## src/design/assert_macros.svh

```systemverilog
`ifndef ASSERT_MACROS_SVH
`define ASSERT_MACROS_SVH

// checks sampled on clk, off while arst_n is low
`define SPT_ASSERT(label, prop, msg) \
	label: assert property (@(posedge clk) disable iff (!arst_n) prop) else $error(msg);

// condition in one cycle implies expression in the next
`define SPT_ASSERT_NEXT(label, cond, expr, msg) \
	`SPT_ASSERT(label, (cond) |=> (expr), msg)

`endif

```

## src/design/spt_pkg.sv

```systemverilog
package spt_pkg;

	localparam int TIME_WIDTH_DEF = 48;
	localparam int SCALE_FRAC_DEF = 16;
	localparam int SCALE_W = 32;
	localparam int CFG_IDX_W = 2;
	localparam int KIND_W = 3;

	localparam logic [SCALE_W-1:0] START_SCALE_RST = 32'd65536;

	typedef enum logic [KIND_W-1:0] {
		K_QUERY     = 3'd0,
		K_PAUSE     = 3'd1,
		K_RESUME    = 3'd2,
		K_SET_SCALE = 3'd3,
		K_SET_EPOCH = 3'd4,
		K_SCHED     = 3'd5,
		K_CLEAR     = 3'd6
	} kind_t;

	typedef enum logic [CFG_IDX_W-1:0] {
		CFG_START_EPOCH  = 2'd0,
		CFG_START_WALL   = 2'd1,
		CFG_START_PAUSED = 2'd2,
		CFG_START_SCALE  = 2'd3
	} cfg_idx_t;

	// what the accumulate stage does with one request
	typedef struct packed {
		logic load;
		logic freeze;
		logic reanchor;
		logic resume;
		logic set_epoch;
		logic paused;
		logic armed;
		logic bad;
	} ops_t;

endpackage

```

## src/design/spt_mul.sv

```systemverilog
module spt_mul #(
	parameter int TIME_WIDTH = spt_pkg::TIME_WIDTH_DEF,
	parameter int SCALE_FRAC_BITS = spt_pkg::SCALE_FRAC_DEF
) (
	input  logic                        clk,
	input  logic                        take3,
	input  logic                        take4,
	input  logic [TIME_WIDTH-1:0]       mag_s2,
	input  logic [spt_pkg::SCALE_W-1:0] scale_s2,
	output logic [TIME_WIDTH-1:0]       q_s4,
	output logic                        big_s4
);

	localparam int TW = TIME_WIDTH;
	localparam int SW = spt_pkg::SCALE_W;
	localparam int F = SCALE_FRAC_BITS;
	localparam int LW = TW / 2;
	localparam int HW = TW - LW;
	localparam int PLW = LW + SW;
	localparam int PHW = HW + SW;
	localparam int PW = TW + SW;
	localparam logic [PW-1:0] HALF = PW'(1) << (F - 1);

	logic [PLW-1:0] pp_lo_s3;
	logic [PHW-1:0] pp_hi_s3;
	logic [PW-1:0]  prod;

	// two partial products of magnitude times scale
	always_ff @(posedge clk) begin
		if (take3) begin
			pp_lo_s3 <= PLW'(mag_s2[LW-1:0]) * PLW'(scale_s2);
			pp_hi_s3 <= PHW'(mag_s2[TW-1:LW]) * PHW'(scale_s2);
		end
	end

	// combine, round half up on the magnitude, drop the fraction
	assign prod = {pp_hi_s3, {LW{1'b0}}} + PW'(pp_lo_s3) + HALF;

	always_ff @(posedge clk) begin
		if (take4) begin
			q_s4 <= prod[F+TW-1:F];
			big_s4 <= |prod[PW-1:F+TW];
		end
	end

endmodule

```

## config.mk

```make
export PLATFORM = sky130hd
export DESIGN_NAME = spt_mul
export DESIGN_NICKNAME = d
export VERILOG_FILES = /design/src/design/assert_macros.svh /design/src/design/spt_pkg.sv /design/src/design/spt_mul.sv
export SDC_FILE = /design/constraint.sdc
export NUM_CORES = 2
export LEC_CHECK = 0
export BUFFER_PORTS_ARGS = -buffer_cell sky130_fd_sc_hd__buf_2
export CORE_MARGIN = 3
export CORE_UTILIZATION = 50
export DETAILED_ROUTE_END_ITERATION = 16
export GPL_ROUTABILITY_DRIVEN = 0
export PLACE_DENSITY = 0.63
export SYNTH_ARGS = -nofsm -noshare
export SYNTH_HDL_FRONTEND = slang
export SYNTH_SLANG_ARGS = --single-unit
```

## constraint.sdc

```tcl
create_clock -name clk -period 25.2 [get_ports clk]
set_input_delay 5.04 -clock clk [delete_from_list [all_inputs] [get_ports clk]]
set_output_delay 5.04 -clock clk [all_outputs]
set_load 0.03 [all_outputs]
```

== Word level (Yosys, flattened, before mapping) ==
Cells that the tools add are included.
W data, S select, Z words.

* Output and inout bits: 49
* Flip-flop bits (word level): 161

* Reductions and logical operators: 1
* Add/sub/neg operators: 2
* Multipliers: 2

{| class="wikitable"
|+ Operators with widths
! kind !! count
|-
| $mul A24 B32 Y56 || 2
|-
| $add A80 B16 Y80 const B || 1
|-
| $add A80 B56 Y80 || 1
|-
| $reduce_or A16 Y1 || 1
|}

== Logic depth before layout (Yosys ltp) ==
* Word-level depth: 3
* Gate-level depth with buffers: 28
* Gate-level depth less buffers: 26

== Worst setup path before layout ==
No wires, ideal clock.

* Path type: input port to flip-flop
* From: input scale_s2[14] (netlist name)
* To: register pp_hi_s3[48] (data pin)
* Arrival: 11.659 ns
* Slack: 13.278 ns
* Path buffers: 3
* Setup time: 0.264 ns
* Stages on the path: 26
* Cells stage by stage: clkbuf_1 > clkbuf_1 > nand2_1 > fa_1 > inv_1 > fa_1 > inv_1 > fa_1 > fa_1 > inv_1 > fa_1 > fa_1 > inv_1 > fa_1 > inv_1 > ha_1 > clkbuf_1 > a211o_1 > o2111ai_1 > o311ai_4 > a21oi_2 > o31ai_4 > a41oi_1 > o31ai_4 > a221oi_1 > xnor2_1

* Longest elaborated chain between the ends: 1

{| class="wikitable"
|+ RTL lines
! element !! RTL line !! text
|-
| start, declared || spt_mul.sv:9 || <nowiki>input logic [spt_pkg::SCALE_W-1:0] scale_s2,</nowiki>
|-
| $mul A24 B32 Y56 || spt_mul.sv:32 || <nowiki>pp_hi_s3 <= PHW'(mag_s2[TW-1:LW]) * PHW'(scale_s2);</nowiki>
|-
| end signal, assigned || spt_mul.sv:32 ||
|-
| end, declared || spt_mul.sv:25 || <nowiki>logic [PHW-1:0] pp_hi_s3;</nowiki>
|}

Every way passes these cells.
A chain may end at the register's enable or synchronous reset.

== Worst setup path after layout ==
* From: input scale_s2[21] (netlist name)
* To: register pp_lo_s3[51] (data pin)

* Longest elaborated chain between the ends: 1

{| class="wikitable"
|+ RTL lines
! element !! RTL line !! text
|-
| $mul A24 B32 Y56 || spt_mul.sv:31 || <nowiki>pp_lo_s3 <= PLW'(mag_s2[LW-1:0]) * PLW'(scale_s2);</nowiki>
|-
| end signal, assigned || spt_mul.sv:31 ||
|-
| end, declared || spt_mul.sv:24 || <nowiki>logic [PLW-1:0] pp_lo_s3;</nowiki>
|}

Every way passes these cells.

==> results <==
- The run finished with clean final reports.
- Summed over all layers, the routed wires come to 160000 um.
- In the final timing run, aggregate negative setup slack is 0 ps.
- After layout, the minimum clock period comes to 12730 ps.
- Synthesis handed over a netlist of 6214 instances.
- The library cell used as clock root buffer is sky130_fd_sc_hd__clkbuf_16.
- TritonCTS built the clock tree.
- The number of global-route vias before repair is 45789.
- The routed design uses 11500 um of met3 wire.
- The highest routing layer actually used is met5.
- The number of buffer and inverter instances along the worst setup path is 6.
- 132 I/O pins were placed.
- The most common cell in the synthesized netlist is sky130_fd_sc_hd__inv_1.
- In the global route stage, overall resource usage came out at 0.289.
- For this design, the sink count on the clock tree is 146.
- The cell with the largest stage delay on the worst path is sky130_fd_sc_hd__a21oi_1.
- The share of synthesized registers carrying an async set or reset is 0.
- Between clock sinks in the finished design, the worst skew comes to 21.4 ps.
- The worst hold slack after final layout is 700 ps.
- In this run, synthesis produced a sequential element count of 146.
- Detailed routing placed a total of 77100 um of wire on met2.
- For this run, the slowest stage of the critical path takes 700 ps.
- The number of hold buffers added after CTS was 0.
- The measured slew at the worst slew-check pin is 1010 ps.
- After synthesis, the cell types taking the most area are sky130_fd_sc_hd__fa_1, sky130_fd_sc_hd__inv_1, sky130_fd_sc_hd__ha_1, sky130_fd_sc_hd__and2_1, sky130_fd_sc_hd__edfxtp_1.
- In this run the deepest clock path goes through 2 buffers.
- The die is 342 um wide.
- The HPWL after detailed placement is 120000 um.
- Timing would allow up to 0.0786 GHz.
- In the final layout, the share of cells above drive strength 1 is 0.0375.
- For this run, the post-layout net count is 7860.
- The H-tree was split into 4 levels.
- In this run the worst setup path begins at scale_s2[21].
- The count of buffers from port buffering is 131.
- The element type at the critical path start is a primary input.
- In the final routed layout, each cell accounts on average for 21.1 um.
- The type of the worst setup path is primary input to flop.
- The first global-routing pass estimated 259000 um of wire.
- The first detailed-routing pass ran for 6 iterations.
- In this run the critical register-to-register path is launched from pp_lo_s3[38]$_DFFE_PP_.
- Post-CTS timing repair inserted 0 buffers for setup.
- Using the TritonRoute via totals, the vias-per-cell ratio works out to 5.51.
- In this run, post-CTS repair resized a total of 0 instances.
- In this run the worst hold path is classified as flop to flop.
- The worst hold path begins at pp_lo_s3[16]$_DFFE_PP_.
- The total number of vias is 41758.
- The share of the Yosys chip area taken by registers is 0.0777.
- The post-synthesis instance area is 56400 sq um.
- The Yosys step of the flow raised 0 warnings.
- For the worst setup path, the data required time is 25440 ps.
- The layout overhead on the synthesized area is 3.91%.
- The clock-pin transition on the worst setup and hold timing paths is 70 ps.
- sky130_fd_sc_hd__fa_1 takes more of the synthesized area than any other cell.
- The maximum fanout count along the critical path is 25.
- Setup repair after global routing left no endpoint under its margin.
- The cell that appears most often on the critical path is sky130_fd_sc_hd__fa_1.
- The y dimension of the die is 342 um.
- The number of clock buffers added by TritonCTS is 17.
- The floorplan step defined a die boundary enclosing 117000 sq um.
- The initial antenna violation count is 13.
- The cell family contributing the most delay on the critical path is adder cells.
- The data arrival time of the worst path is 12960 ps.
- Once detail routing completed, the nets flagged for antenna violations numbered 0.
- The count of final hold-check violations came to 0.
- The average size of a mapped cell is 9.08 sq um.
- The detailed router finished its first iteration with 3164 violations.
- The max-cap check violation count is 0.
- The clock reaches the later pin of the worst-skew pair after 500 ps.
- After filler insertion, the fill cell instance count of the layout stands at 10196.
- The sum of routed wire segments on met1 is 64900 um.
- The final cycle utilization of the critical path is 0.505.
- Counting flops with a built-in enable in the synthesized netlist gives 146.
- Measured against its own limit, the worst slew margin works out to 0.325.
- The sort of element at the end of the critical path is a flop.
- The most used flip-flop cell after synthesis is sky130_fd_sc_hd__edfxtp_1.
- The number of failing setup endpoints in the final timing report is 0.
- Counting instances in the post-synthesis netlist gives the leading cell types as sky130_fd_sc_hd__inv_1, sky130_fd_sc_hd__fa_1, sky130_fd_sc_hd__nand2_1.
- The remaining design rule violation count is 0.
- The region available for standard cell placement spans 111000 sq um.
- Entering global routing, the biggest net connects 51 pins.
- The total grt overflow is 0.
- The max-slew violation count was 0.
- When the netlist entered floorplanning its net count stood at 8005.
- The share of synthesized area in the top cell type comes to 0.467.
- Registers take 4380 sq um.
- Row generation in the floorplan step produced 122 rows.
- In the final layout, the multi-input gates occupy 45200 sq um.
- The initial utilization of the core area, before any placement, comes to 0.507.
- Synthesis instantiated 74 different standard cells from the library.
==> final cells by class <==
cell class,instances,share of cell area
inverter,1475,0.0944
clock inverter,14,0.00307
tap,1488,0.0318
multi-input combinational,4254,0.771
antenna,8,0.000341
clock buffer,18,0.00732
timing repair buffer,175,0.0169
sequential,146,0.0748
==> cells by family (layout without fill, tap and decap cells) <==
logic type	count (synthesis)	after routing	share of synthesized area
AOI/OAI and AO/OA	452	452	0.0520
buffers and inverters	1814	1682	0.121
adders and majority gates	1708	1708	0.554
muxes	5	5	0.000931
and+or+nand+nor	1945	1945	0.173
DFF	146	146	0.0777
xor gates and xnor gates	144	144	0.0224
other	0	8	0
==> state kept, by name, summed over array words and instances (netlist names) <==
| name | flops |
|---|---|
| pp_hi_s3 | 56 |
| q_s4 | 48 |
| pp_lo_s3 | 41 |
| big_s4 | 1 |
==> placed cells by master (no fill, tap or decap), types with 76 or more instances in the layout <==
cell type and count:
sky130_fd_sc_hd__o21ai_0 76, sky130_fd_sc_hd__edfxtp_1 146, sky130_fd_sc_hd__nor2_1 85, sky130_fd_sc_hd__a21oi_1 152
sky130_fd_sc_hd__inv_1 1475, sky130_fd_sc_hd__fa_1 1315, sky130_fd_sc_hd__buf_2 130, sky130_fd_sc_hd__and2_1 785
sky130_fd_sc_hd__nand2_1 861, sky130_fd_sc_hd__ha_1 393, sky130_fd_sc_hd__xnor2_1 96
==> final timing paths <==
check,cells past startpoint,slack (ps),to
hold reg to reg,1,700,q_s4[0]$_DFFE_PP_
setup reg to reg,11,20640,big_s4$_DFFE_PP_
setup / recovery,25,12470,pp_lo_s3[51]$_DFFE_PP_
hold / removal,1,700,q_s4[0]$_DFFE_PP_
==> stage by stage <==
stage | cell area [sq um] | std cells | util | setup WS (ps)
floorplan | 56400 | 6214 | - | 13280
global placement | 58000 | 7538 | 0.521 | 12240
detailed placement | 58000 | 7538 | 0.521 | 12070
CTS | 58600 | 7570 | 0.527 | 12600
global route | 58600 | 7571 | 0.527 | 12020
finish | 58600 | 7578 | 0.527 | 12470
==> metal layers <==
layer  up-vias  GRT usage
li1      18024          -
met1     21743      0.377
met2      1633      0.484
met3       350     0.0481
met4         8      0.110
met5         -          0
Power is not shown: default switching activity piles up to over one toggle a cycle in this logic, so the estimate is an artifact.
